--- config.mk ---
export PLATFORM = sky130hd
export DESIGN_NAME = vwts_front
export DESIGN_NICKNAME = d
export VERILOG_FILES = /design/src/rtl/vwts_pkg.sv /design/src/rtl/vwts_front.sv
export SDC_FILE = /design/constraint.sdc
export NUM_CORES = 1
export LEC_CHECK = 0
export BUFFER_PORTS_ARGS = -buffer_cell sky130_fd_sc_hd__buf_2
export CAP_MARGIN = 20
export CORE_AREA = 2 2 108 110
export DETAILED_ROUTE_END_ITERATION = 16
export DIE_AREA = 0 0 110 112
export PLACE_DENSITY = 0.82
export SYNTH_ARGS = -nofsm -noshare
export SYNTH_HDL_FRONTEND = slang
export SYNTH_SLANG_ARGS = --single-unit
--- constraint.sdc ---
create_clock -name clk -period 4 [get_ports clk]
set_input_delay 0.6 -clock clk [delete_from_list [all_inputs] [get_ports clk]]
set_output_delay 0.6 -clock clk [all_outputs]
set_load 0.005 [all_outputs]
--- src/rtl/vwts_pkg.sv ---
// vwts_pkg: shared types, constants and helpers for the vertex projection block.
// No dependencies; used by every file under rtl/.
package vwts_pkg;

    localparam int FRAC_BITS_DEF = 16;   // default fraction bits of the fixed-point format
    localparam int QUO_BITS      = 40;   // quotient magnitude is clamped to 2^QUO_BITS
    localparam int QUEUE_DEPTH   = 4;    // request queue between front and back
    localparam int DIM_W         = 15;   // screen width/height register width
    localparam int IN_DATA_W     = 136;  // 4 + 4*32 bits, padded to bytes
    localparam int OUT_DATA_W    = 96;

    localparam logic [14:0] WIDTH_RESET  = 15'd1024;
    localparam logic [14:0] HEIGHT_RESET = 15'd768;

    // command codes (s_tuser)
    localparam logic CMD_LOAD    = 1'b0;
    localparam logic CMD_PROJECT = 1'b1;

    // config register indexes
    localparam logic CFG_WIDTH  = 1'b0;
    localparam logic CFG_HEIGHT = 1'b1;

    // result status codes (m_tuser)
    localparam logic [1:0] ST_VISIBLE = 2'd0;
    localparam logic [1:0] ST_BEHIND  = 2'd1;
    localparam logic [1:0] ST_ZERO_W  = 2'd2;

    typedef struct packed {
        logic        is_load;
        logic [3:0]  idx;
        logic [31:0] val;
        logic [31:0] x;
        logic [31:0] y;
        logic [31:0] z;
    } vwts_item_t;

    // divider sideband: one per request in flight through the divider
    typedef struct packed {
        logic [1:0] status;
        logic [2:0] neg;
        logic [2:0] ovf;
    } vwts_side_t;

    function automatic logic [31:0] sat32(input logic signed [63:0] v);
        logic [31:0] r;
        if (v > 64'sd2147483647)
            r = 32'h7fff_ffff;
        else if (v < -64'sd2147483648)
            r = 32'h8000_0000;
        else
            r = v[31:0];
        return r;
    endfunction

endpackage

--- src/rtl/vwts_front.sv ---
// vwts_front: input register stage; decodes stream requests into queue entries.
// Depends on vwts_pkg.
module vwts_front (
    input  logic                            clk,
    input  logic                            rst_n,
    input  logic                            s_tvalid,
    output logic                            s_tready,
    input  logic [vwts_pkg::IN_DATA_W-1:0]  s_tdata,
    input  logic [0:0]                      s_tuser,
    output vwts_pkg::vwts_item_t            item,
    output logic                            item_valid,
    input  logic                            item_ready
);

    logic                 valid_reg;
    vwts_pkg::vwts_item_t item_reg;
    vwts_pkg::vwts_item_t item_next;

    always_comb
    begin
        item_next.is_load = (s_tuser[0] == vwts_pkg::CMD_LOAD);
        item_next.idx     = s_tdata[3:0];
        item_next.val     = s_tdata[35:4];
        item_next.x       = s_tdata[67:36];
        item_next.y       = s_tdata[99:68];
        item_next.z       = s_tdata[131:100];
    end

    assign s_tready   = !valid_reg || item_ready;
    assign item_valid = valid_reg;
    assign item       = item_reg;

    always_ff @(posedge clk or negedge rst_n)
    begin
        if (!rst_n)
            valid_reg <= 1'b0;
        else if (s_tready)
            valid_reg <= s_tvalid;
    end

    always_ff @(posedge clk)
    begin
        if (s_tready && s_tvalid)
            item_reg <= item_next;
    end

endmodule

==> reports/metrics.yaml <==
grt_use_total: 0.150
setup_viol: 0
use_met2: 0.258
grt_max_degree: 76
total_leakage_power_nw: 2.67
gp_congestion: 0.757
slew_violations: 0
cts_buffers: 17
end_kind: "flip-flop"
path_cells: "nand2b_4 > and2_4 > buf_12"
p_total_mw: 3.43
crit_path_start_kind: "flip-flop"
ios: 276
cts_sinks: 134
pre_cts_ws_ns: 1.71
required_ns: 4.06
avgViaCountPerCell: 4.22
root_buffer: "clkbuf_16"
final_nets: 571
whs_endpoint: "item[110]"
worstReg2RegEnd: "item[32]"
antenna_found_initial: 1
area_growth_pct: 53.7
grt_pass1_wl_microns: 13100
syn_area_per_cell_sq_um: 29.4
use_met1: 0.140
crit_slowest_cell: "and2_4"
finalSetupTns_ns: 0
grt_pass1_vias: 2612
critPathTopFamily: "simple AND/OR/NAND/NOR gates"
initial_core_util: 0.363
powerDensity_nw_per_um2: 551
use_met3: 0.0837
outcome: "finished, final reports clean"
crit_buf_inv: 1
fp.dieW_microns: 110
setup_ws_ns: 2.04
min_from: "s_tdata[18]"
timing.final.crit_share: 0.489
post-place-cells: 553
core_area_sq_um: 11200
largest_reg_flops: 133
synth_area_sq_um: 4050
cp.arrival_ns: 2.02
portBuffers: 271
syn_nets: 279
insertion_delay_ns: 0.40
dr_total_vias: 2468
hp-class: "in2reg"
fin_cells: 585
avgRoutedWirePerCell_microns: 15.5
drive_gt1_frac: 0.683
rsz0062_at_grt: "no"
drt-initial-drc-count: 116
worstSetupPathType: "reg2reg"
worstMarginPinSlew_ns: 0.757
wirelength_microns: 9050
rows: 39
yosysWarnings: 0
cp_max_fo: 75
peakVddDrop_v: 0.000287
synth_cell_types: 6
grt_busiest_layer: "met2"
slew_headroom: 0.495
hold_viol: 0
critical-path-max-stage-delay_ns: 0.63
post_cts_buffers: 0
clock_skew_ns: 0.00805
reg2reg_depth: 3
path_clk_slew_ns: 0.06
maxCapViolCount: 0
overflow: 0
antenna_left: 0
antenna_cells: 0
r2r-start: "item_valid"
cts_tree: "done"
die_y_microns: 112
hold_depth: 1
ys_seq_area_frac: 0.992
drc: 0
cts_buffer_depth: 2
htreeDepth: 4
syn_inst: 138
ys_seq_elements: 134
die-area_sq_um: 12300
rrSetupSlack_ns: 2.04
min_period_ns: 1.96
max_freq_ghz: 0.511
drtPass1Iterations: 5
[placed cells by master (no fill, tap or decap)]
cell type,Yosys,layout
inv_1,1,1
inv_6,0,2
buf_12,0,1
clkbuf_1,0,1
and2_4,1,1
clkinv_4,0,2
buf_2,0,271
clkinv_1,0,2
clkinv_2,0,2
clkinvlp_4,0,1
nand2b_1,1,1
edfxtp_1,133,133
nand2b_4,1,1
dfrtp_1,1,1
dlygate4sd3_1,0,1
clkbuf_16,0,17
bufinv_16,0,4
[cells by family after synthesis]
logic type / share of synthesized area
buffers and inverters: 0.000926
flip-flops: 0.992
AND/OR/NAND/NOR: 0.00710
[metal layers]
layer  wire length (microns)  vias up  share of wire
li1                        -     1142              -
met2                    4790      166           0.53
met3                    1090       13           0.12
met4                     136        2          0.015
met1                    3020     1145           0.33
met5                      13        -         0.0014
[report_power, final]
group | internal (mW) | total (mW) | leakage [nW] | switching [mW]
combinational | 0.0964 | 0.188 | 1.10 | 0.0917
clock | 1.04 | 1.58 | 0.296 | 0.543
sequential | 1.64 | 1.66 | 1.28 | 0.0190
[worst max path at each step]
stage	start	endpoint	slack, ns	cells after the start
after global routing	item_valid	item[32]	1.91	3
after global placement	item_ready	item[124]	1.79	4
after CTS	item_valid	item[127]	2.02	3
after floorplan	item_ready	item[0]	1.89	2
after detailed placement	item_ready	item[129]	1.71	4
final	item_valid	item[32]	2.04	3
[area by class of cell]
type | instances | area, sq um
well taps | 143 | 179
fillers | 907 | 4950
clock buffers | 18 | 429
clock inverters | 13 | 180
repair buffers | 273 | 1390
multi-input cells | 3 | 28.8
flip-flops and latches | 134 | 4020
inverters | 1 | 3.75
[synthesized netlist by cell type]
master	number	area share
and2_4	1	0.0022
edfxtp_1	133	0.99
dfrtp_1	1	0.0062
nand2b_4	1	0.0034
inv_1	1	0.00093
nand2b_1	1	0.0015
[metrics by stage]
step	util	hold WS, ns	instance area, sq um
after CTS	0.557	0.352	6230
after global placement	0.502	0.376	5610
after detailed placement	0.502	0.377	5610
final	0.557	0.373	6230
after global routing	0.557	0.339	6230
after floorplan	-	0.304	4050
[repair_timing]
| action | 4_1_cts | 5_1_grt |
|---|---|---|
| endpoints found under the hold margin | 1 | 0 |
| resized for setup | 0 | 0 |
| hold buffers | 1 | 0 |
Note: power is estimated with default switching activity, not from simulation.
