### src/rtl/vwts_pkg.sv
// vwts_pkg: shared types, constants and helpers for the vertex projection block.
// No dependencies; used by every file under rtl/.
package vwts_pkg;

    localparam int FRAC_BITS_DEF = 16;   // default fraction bits of the fixed-point format
    localparam int QUO_BITS      = 40;   // quotient magnitude is clamped to 2^QUO_BITS
    localparam int QUEUE_DEPTH   = 4;    // request queue between front and back
    localparam int DIM_W         = 15;   // screen width/height register width
    localparam int IN_DATA_W     = 136;  // 4 + 4*32 bits, padded to bytes
    localparam int OUT_DATA_W    = 96;

    localparam logic [14:0] WIDTH_RESET  = 15'd1024;
    localparam logic [14:0] HEIGHT_RESET = 15'd768;

    // command codes (s_tuser)
    localparam logic CMD_LOAD    = 1'b0;
    localparam logic CMD_PROJECT = 1'b1;

    // config register indexes
    localparam logic CFG_WIDTH  = 1'b0;
    localparam logic CFG_HEIGHT = 1'b1;

    // result status codes (m_tuser)
    localparam logic [1:0] ST_VISIBLE = 2'd0;
    localparam logic [1:0] ST_BEHIND  = 2'd1;
    localparam logic [1:0] ST_ZERO_W  = 2'd2;

    typedef struct packed {
        logic        is_load;
        logic [3:0]  idx;
        logic [31:0] val;
        logic [31:0] x;
        logic [31:0] y;
        logic [31:0] z;
    } vwts_item_t;

    // divider sideband: one per request in flight through the divider
    typedef struct packed {
        logic [1:0] status;
        logic [2:0] neg;
        logic [2:0] ovf;
    } vwts_side_t;

    function automatic logic [31:0] sat32(input logic signed [63:0] v);
        logic [31:0] r;
        if (v > 64'sd2147483647)
            r = 32'h7fff_ffff;
        else if (v < -64'sd2147483648)
            r = 32'h8000_0000;
        else
            r = v[31:0];
        return r;
    endfunction

endpackage

### src/rtl/vwts_fifo.sv
// vwts_fifo: short request queue decoupling the front from the back.
// Depends on vwts_pkg.
module vwts_fifo #(
    parameter int DEPTH = vwts_pkg::QUEUE_DEPTH
) (
    input  logic                 clk,
    input  logic                 rst_n,
    input  logic                 push,
    input  vwts_pkg::vwts_item_t push_item,
    output logic                 push_ready,
    output logic                 out_valid,
    output vwts_pkg::vwts_item_t out_item,
    input  logic                 pop
);

    localparam int AW = $clog2(DEPTH);

    vwts_pkg::vwts_item_t mem_reg [DEPTH];
    logic [AW-1:0]        wr_ptr_reg;
    logic [AW-1:0]        rd_ptr_reg;
    logic [AW:0]          count_reg;
    logic                 do_push;
    logic                 do_pop;

    assign push_ready = (count_reg != (AW+1)'(DEPTH));
    assign out_valid  = (count_reg != '0);
    assign out_item   = mem_reg[rd_ptr_reg];
    assign do_push    = push && push_ready;
    assign do_pop     = pop && out_valid;

    always_ff @(posedge clk or negedge rst_n)
    begin
        if (!rst_n)
        begin
            wr_ptr_reg <= '0;
            rd_ptr_reg <= '0;
            count_reg  <= '0;
        end
        else
        begin
            if (do_push)
                wr_ptr_reg <= wr_ptr_reg + 1'b1;
            if (do_pop)
                rd_ptr_reg <= rd_ptr_reg + 1'b1;
            if (do_push && !do_pop)
                count_reg <= count_reg + 1'b1;
            else if (do_pop && !do_push)
                count_reg <= count_reg - 1'b1;
        end
    end

    always_ff @(posedge clk)
    begin
        if (do_push)
            mem_reg[wr_ptr_reg] <= push_item;
    end

endmodule

### config.mk
export PLATFORM = sky130hd
export DESIGN_NAME = vwts_fifo
export DESIGN_NICKNAME = d
export VERILOG_FILES = /design/src/rtl/vwts_pkg.sv /design/src/rtl/vwts_fifo.sv
export SDC_FILE = /design/constraint.sdc
export NUM_CORES = 1
export LEC_CHECK = 0
export BUFFER_PORTS_ARGS = -buffer_cell sky130_fd_sc_hd__buf_2
export CAP_MARGIN = 20
export CORE_MARGIN = 5
export CORE_UTILIZATION = 35
export CTS_CLUSTER_SIZE = 40
export DETAILED_ROUTE_END_ITERATION = 12
export MAX_ROUTING_LAYER = met4
export PLACE_DENSITY_LB_ADDON = 0.05
export SYNTH_ARGS = -nofsm -noshare
export SYNTH_HDL_FRONTEND = slang
export SYNTH_SLANG_ARGS = --single-unit
### constraint.sdc
create_clock -name clk -period 6.11 [get_ports clk]
set_input_delay 0 -clock clk [delete_from_list [all_inputs] [get_ports clk]]
set_output_delay 0 -clock clk [all_outputs]
set_load 0.02 [all_outputs]
==> insert_results.sql, run 1 <==
INSERT INTO impl_metrics (metric_group, metric, value, unit) VALUES
('power_and_ir_drop', 'power.internal', '8.299', 'mW'),
('yosys', 'synth_simple_gate_area_share', '0.002622', ''),
('placement', 'placed_instance_area', '21820', 'um^2'),
('global_routing', 'grt_first_pass_wirelength', '65.40', 'mm'),
('timing', 'unrepaired_setup_endpoints_after_global_routing', 'false', ''),
('cells_and_area', 'layout.cell_area.non_filler', '25000', 'um^2'),
('timing', 'period_needed', '3.217', 'ns'),
('worst_setup_path', 'arrival_time_reported_for_the_critical_path_endpoint', '3.22', 'ns'),
('worst_setup_path', 'startpoint', 'rd_ptr_reg[0]', ''),
('floorplan', 'floorplan.initialDensity', '0.3545', ''),
('floorplan', 'core.rowCount', '86', ''),
('power_and_ir_drop', 'p_switching', '3.907', 'mW'),
('worst_setup_path', 'startpoint_type', 'flip-flop', ''),
('floorplan', 'core_region_area', '55200', 'um^2'),
('yosys', 'main_combinational_cell_family_by_area_after_synthesis', 'multiplexers', ''),
('global_routing', 'antenna_found_initial', '8', ''),
('route', 'routed_wirelength', '43.09', 'mm'),
('yosys', 'synth.distinct_cells', '19', ''),
('clocking', 'clock_sinks', '539', ''),
('run', 'maxCapViolations', '0', ''),
('yosys', 'synth.avg_cell_area', '26.80', 'um^2'),
('timing', 'timing_hold_violations_final', '0', ''),
('timing', 'fin_crit_sh', '0.5265', ''),
('yosys', 'synthMuxAreaShare', '0.1542', ''),
('route', 'drt_pass1_iterations', '5', ''),
('worst_setup_path', 'slowest_stage', 'sky130_fd_sc_hd__dfrtp_4', ''),
('clocking', 'clk_transition_reported_paths', '0.06', 'ns'),
('power_and_ir_drop', 'p_leak', '8.504', 'nW'),
('yosys', 'syn_nets', '873', ''),
('worst_setup_path', 'worst-r2r-cell-count', '4', ''),
('clocking', 'post_cts_resize_count', '0', ''),
('worst_setup_path', 'cp_cell_sequence', 'buf_4, mux4_2, buf_2', ''),
('clocking', 'postcts_setup_bufs', '0', ''),
('route', 'antenna_left', '0', ''),
('timing', 'tightest_slew', '1.006', 'ns'),
('worst_setup_path', 'crit_buf_inv', '2', ''),
('cells_and_area', 'finalNetCount', '1322', ''),
('worst_setup_path', 'worstSetupEndpoint', 'out_item[83]', ''),
('clocking', 'tritoncts', 'yes', ''),
('power_and_ir_drop', 'power_density', '488.2', 'nW/um^2'),
('cells_and_area', 'fillerInstances', '4734', ''),
('global_routing', 'track_usage', '0.1469', ''),
('yosys', 'total_of_warnings_raised_by_yosys', '0', ''),
('run_status', 'run_status', 'completed', ''),
('worst_setup_path', 'endpoint_of_the_worst_register_to_register_path', 'mem_reg[0][44]', ''),
('floorplan', 'die_w', '246.4', 'um'),
('floorplan', 'design.portCount', '272', ''),
('route', 'drc', '0', ''),
('yosys', 'synthCells', '730', ''),
('floorplan', 'die_area', '60730', 'um^2'),
('worst_setup_path', 'required', '6.11', 'ns'),
('worst_setup_path', 'cpLargestDelayFamily', 'buffers and inverters', ''),
('global_routing', 'grt_pass1_vias', '10460', ''),
('clocking', 'worst_skew_pair.late_latency', '0.60', 'ns'),
('worst_hold_path', 'hp-class', 'in2reg', ''),
('timing', 'timing.slew.headroom', '0.3290', ''),
('timing', 'finalSetupViolations', '0', ''),
('worst_setup_path', 'critical_path_class', 'reg2out', ''),
('power_and_ir_drop', 'peakVddDrop', '391.0', 'uV'),
('power_and_ir_drop', 'power.share.clock', '0.268', ''),
('clocking', 'cts-buffers-inserted', '58', ''),
('placement', 'finalWeightedCongestion', '0.6966', ''),
('power_and_ir_drop', 'relative_contribution_of_combinational_cells_to_total_power', '0.308', ''),
('timing', 'hold_slack', '0.1539', 'ns'),
('floorplan', 'dieHeight', '246.4', 'um'),
('route', 'drt-vias-per-instance', '4.650', ''),
('clocking', 'cts.htree.levels', '2', ''),
('clocking', 'cts.root.buffer_cell', 'sky130_fd_sc_hd__clkbuf_16', ''),
('cells_and_area', 'layout-drive-gt1-share', '0.4088', ''),
('yosys', 'synth-xor-area-share', '0.002686', ''),
('yosys', 'yosys_register_bits', '539', '');
[synthesized netlist by cell type]
library cell                 n  share of area
sky130_fd_sc_hd__nand3_1     1        0.00026
sky130_fd_sc_hd__nand2_1     2        0.00038
sky130_fd_sc_hd__clkbuf_1    6         0.0012
sky130_fd_sc_hd__nor2_1      2        0.00038
sky130_fd_sc_hd__dfrtp_1     7         0.0090
sky130_fd_sc_hd__mux4_2    133           0.15
sky130_fd_sc_hd__a21boi_2    1        0.00058
sky130_fd_sc_hd__xor2_1      2        0.00090
sky130_fd_sc_hd__or3_1       1        0.00032
sky130_fd_sc_hd__ha_1        5         0.0032
sky130_fd_sc_hd__inv_1       3        0.00058
sky130_fd_sc_hd__buf_4       1        0.00038
sky130_fd_sc_hd__edfxtp_1  532           0.82
sky130_fd_sc_hd__mux2_2      2         0.0012
sky130_fd_sc_hd__buf_2      16         0.0041
sky130_fd_sc_hd__and2_1      4         0.0013
sky130_fd_sc_hd__xnor2_1     4         0.0018
sky130_fd_sc_hd__fa_1        1         0.0010
sky130_fd_sc_hd__buf_6       7         0.0040
[layout make-up]
type	instances	area, um^2	share of cell area
Tap cell	748	935.9	0.03743
Clock inverter	28	152.6	0.006105
Antenna cell	7	17.52	0.0007006
Sequential cell	539	16160	0.6463
Clock buffer	81	1642	0.06566
Timing Repair Buffer	419	2860	0.1144
Inverter	3	11.26	0.0004504
Multi-Input combinational cell	158	3226	0.1290
[how the worst min path moves through the flow]
stage	endpoint	slack, ns	cells after the start
2_1_floorplan	count_reg[0]	-0.30	0
3_3_place_gp	count_reg[2]	-0.14	1
4_1_cts	mem_reg[1][3]	0.1	2
5_1_grt	mem_reg[3][90]	0.13	2
3_5_place_dp	count_reg[2]	-0.15	1
6_report	mem_reg[1][3]	0.15	2
[cell usage in the layout (no fill, tap or decap), drive strengths merged, types with 2 or more instances in the layout]
| master | instances |
|---|---|
| clkinv | 26 |
| xnor2 | 4 |
| ha | 5 |
| and2 | 4 |
| dfrtp | 7 |
| mux4 | 133 |
| clkbuf | 81 |
| edfxtp | 532 |
| mux2 | 2 |
| buf | 282 |
| inv | 3 |
| nand2 | 2 |
| xor2 | 2 |
| nor2 | 2 |
| diode | 7 |
| dlygate4sd3 | 137 |
[power by group through the flow]
stage                     clock network, mW  registers (mW)  logic (mW)
after floorplan                           0            5.16        2.64
after global placement                    0            5.28        3.83
after detailed placement                  0            5.28        3.83
after CTS                              3.39            5.20        3.92
after global routing                   3.56            5.26        4.06
final                                  3.27            5.18        3.76
[through the flow]
stage | cells | util | worst slack, ns
5_1_grt | 1983 | 0.4529 | 2.599
3_5_place_dp | 1730 | 0.3953 | 3.373
6_report | 1983 | 0.4529 | 2.893
2_1_floorplan | 730 | - | 1.772
3_3_place_gp | 1730 | 0.3953 | 3.395
4_1_cts | 1976 | 0.4526 | 2.697
[cells by family (layout without fill, tap and decap cells)]
logic type,count (synthesis),after routing
flip-flops,539,539
multiplexers,135,135
buffers and inverters,33,531
AND/OR/NAND/NOR,10,10
adder cells (fa/ha/maj),6,6
XOR/XNOR,6,6
AO/OA/AOI/OAI,1,1
other,0,7
[timing repair]
action,CTS,global route
endpoints found under the setup margin,0,0
hold buffers,137,0
endpoints found under the hold margin,545,0
[per-layer routing]
metal | GRT usage | up-vias | share of wire
li1 | - | 4080 | -
met1 | 0.1789 | 4862 | 0.41
met2 | 0.2445 | 212 | 0.51
met3 | 0.04068 | 67 | 0.061
met4 | 0.03823 | 0 | 0.019
met5 | - | - | 0
[worst reg2reg max path, delay by kind of cell (launching register included)]
family	cells	cell delay, ns
AOI/OAI and AO/OA	1	0.32
buffers and inverters	1	0.69
DFF	1	0.42
and+or+nand+nor	2	0.82
(Power assumes the default switching activity.)
==> run 2: changes to the inputs <==
- clock period: 6.11 -> 3 ns (I/O delays scaled with it)
==> run 2 against run 1 <==
Effect of this change: power up 110%; cell area is 1.1% higher; die area unchanged; core utilization is 0.51 points higher; worst hold slack better by 0.0030 ns; largest power group unchanged; non-clock buffer count rose by 13; worst setup slack worse by 2.4 ns; first-iteration DRC count increased by 11%; clock skew down 0.0019 ns; largest cell class unchanged; via count about the same; count of clock-buffer cells in the layout decreased by 5; global-route usage grew 0.18 points.
==> insert_results.sql, run 2 (synthesis gave the netlist of run 1 again) <==
INSERT INTO impl_metrics (metric_group, metric, value, unit) VALUES
('run_status', 'run_status', 'completed', ''),
('cells_and_area', 'most_common_library_cell_in_the_layout_ignoring_fill_and_taps', 'sky130_fd_sc_hd__edfxtp_1', ''),
('route', 'num_vias', '9229', ''),
('worst_setup_path', 'timing.critical_path.slowest_cell_delay', '0.72', 'ns'),
('floorplan', 'design.portCount', '272', ''),
('route', 'drc', '0', ''),
('global_routing', 'antenna_found_initial', '5', ''),
('floorplan', 'floorplan.initialDensity', '0.3545', ''),
('placement', 'portBuffers', '271', ''),
('timing', 'fin_setup_tns', '0', 'ns'),
('power_and_ir_drop', 'p_leak', '8.654', 'nW'),
('worst_setup_path', 'required', '3.00', 'ns'),
('timing', 'tightest_slew', '0.6105', 'ns'),
('floorplan', 'die_w', '246.4', 'um'),
('timing', 'hold_slack', '0.1569', 'ns'),
('worst_setup_path', 'arrival_time_reported_for_the_critical_path_endpoint', '2.50', 'ns'),
('floorplan', 'dieHeight', '246.4', 'um'),
('cells_and_area', 'syn_to_layout_area_delta', '29.22', '%'),
('floorplan', 'core.rowCount', '86', ''),
('timing', 'finalSetupViolations', '0', ''),
('cells_and_area', 'final_cells', '1994', ''),
('placement', 'placed_instance_area', '22040', 'um^2'),
('route', 'first_iter_violations', '575', ''),
('global_routing', 'grt_remaining_overflow', '0', ''),
('global_routing', 'grt_pass1_vias', '10240', ''),
('timing', 'clock_skew', '0.01010', 'ns'),
('cells_and_area', 'layout.cell_area.non_filler', '25280', 'um^2'),
('route', 'routed_wirelength', '43.74', 'mm'),
('placement', 'hpwl', '26.42', 'mm'),
('power_and_ir_drop', 'power.total', '25.34', 'mW'),
('timing', 'setup_ws', '0.5008', 'ns'),
('clocking', 'cts-buffers-inserted', '58', ''),
('clocking', 'cts.root.buffer_cell', 'sky130_fd_sc_hd__clkbuf_16', ''),
('timing', 'fmaxAchievable', '0.4001', 'GHz'),
('floorplan', 'die_area', '60730', 'um^2'),
('global_routing', 'grt_max_degree', '80', ''),
('clocking', 'cts.htree.levels', '2', ''),
('cells_and_area', 'largest_register_ffs', '532', ''),
('placement', 'dp_worst_setup_slack', '0.8939', 'ns'),
('worst_setup_path', 'critical_path.max_fanout', '22', ''),
('worst_setup_path', 'setup.worst_path.end_class', 'output port', ''),
('cells_and_area', 'final_core_util', '0.4580', ''),
('clocking', 'worst_skew_pair.late_latency', '0.59', 'ns'),
('timing', 'timing_hold_violations_final', '0', ''),
('cells_and_area', 'finalNetCount', '1335', ''),
('placement', 'dp_cells', '1743', ''),
('power_and_ir_drop', 'power_density', '1002', 'nW/um^2'),
('timing', 'period_needed', '2.499', 'ns'),
('timing', 'timing.slew.headroom', '0.5930', ''),
('cells_and_area', 'layout-drive-gt1-share', '0.4222', ''),
('worst_setup_path', 'startpoint_type', 'flip-flop', ''),
('worst_setup_path', 'cp_cell_sequence', 'buf_4, mux4_2, buf_2', ''),
('worst_setup_path', 'slowest_stage', 'sky130_fd_sc_hd__dfrtp_4', ''),
('timing', 'unrepaired_setup_endpoints_after_global_routing', 'false', ''),
('global_routing', 'grt_first_pass_wirelength', '65.85', 'mm'),
('clocking', 'postcts_setup_bufs', '0', ''),
('worst_hold_path', 'hp-class', 'in2reg', ''),
('power_and_ir_drop', 'peakVddDrop', '767.8', 'uV'),
('timing', 'fin_crit_sh', '0.8331', ''),
('clocking', 'clock_sinks', '539', ''),
('route', 'wl_per_cell', '21.93', 'um'),
('route', 'drt_pass1_iterations', '4', ''),
('route', 'drt-vias-per-instance', '4.628', ''),
('clocking', 'cts_buffer_depth', '3', ''),
('floorplan', 'core_region_area', '55200', 'um^2'),
('worst_setup_path', 'critical_path_class', 'reg2out', ''),
('clocking', 'clk_transition_reported_paths', '0.06', 'ns'),
('run', 'maxCapViolations', '0', ''),
('global_routing', 'track_usage', '0.1487', ''),
('placement', 'finalWeightedCongestion', '0.7161', ''),
('timing', 'timing_max_transition_violations_final', '0', ''),
('cells_and_area', 'commonest_cells_after_routing_fill_and_taps_aside', '532 x sky130_fd_sc_hd__edfxtp_1, 271 x sky130_fd_sc_hd__buf_2, 137 x sky130_fd_sc_hd__dlygate4sd3_1', ''),
('route', 'antenna_left', '0', ''),
('clocking', 'tritoncts', 'yes', '');
## run 2: cell count changes in the layout (fill, tap and decap cells not counted), moves of 2 or more
cell and delta:
sky130_fd_sc_hd__buf_12 +10, sky130_fd_sc_hd__buf_4 +3, sky130_fd_sc_hd__bufinv_16 +2, sky130_fd_sc_hd__clkbuf_1 -6, sky130_fd_sc_hd__clkinv_1 -3, sky130_fd_sc_hd__clkinv_2 +8
sky130_fd_sc_hd__diode_2 -2
## run 2: timing repair
action | 4_1_cts | 5_1_grt
hold endpoints to repair | 545 | 0
setup endpoints to repair | 0 | 0
gates resized for setup | 0 | 0
hold buffers | 137 | 0
## run 2: area by class of cell
| cell class | count | area [um^2] |
|---|---|---|
| repair buffers | 432 | 3083 |
| well taps | 748 | 935.9 |
| diodes | 5 | 12.51 |
| flip-flops and latches | 539 | 16160 |
| clock buffers | 76 | 1633 |
| fillers | 4713 | 29920 |
| multi-input cells | 158 | 3226 |
| inverters | 3 | 11.26 |
| clock inverters | 33 | 225.2 |
## run 2: worst paths after layout
| kind | from | to | slack (ns) | depth (start not counted) |
|---|---|---|---|---|
| min reg2reg | count_reg[2] | count_reg[2] | 0.52 | 1 |
| max reg2reg | count_reg[1] | count_reg[2] | 0.90 | 8 |
| max in group asynchronous | rst_n | rd_ptr_reg[0] | 2.37 | 3 |
| min | push_item[9] | mem_reg[1][9] | 0.16 | 2 |
| max | rd_ptr_reg[0] | out_item[3] | 0.50 | 3 |
| min in group asynchronous | rst_n | count_reg[0] | 0.35 | 3 |
## run 2: power breakdown
part           internal, mW  switching (mW)
clock                  4.06            2.79
sequential             9.94           0.489
combinational          3.28            4.78
## run 2: routing by layer
layer | routed length (um) | vias up | track usage
li1 | - | 4110 | -
met4 | 914 | 0 | 0.04250
met2 | 22100 | 231 | 0.2407
met1 | 18240 | 4818 | 0.1904
met3 | 2475 | 70 | 0.03417
met5 | 0 | - | -
## run 2: critical path: cells and delay by family (launching register included)
kind	cells	cell delay (ns)
flip-flops	1	0.72
buffers and inverters	2	0.58
multiplexers	1	0.59
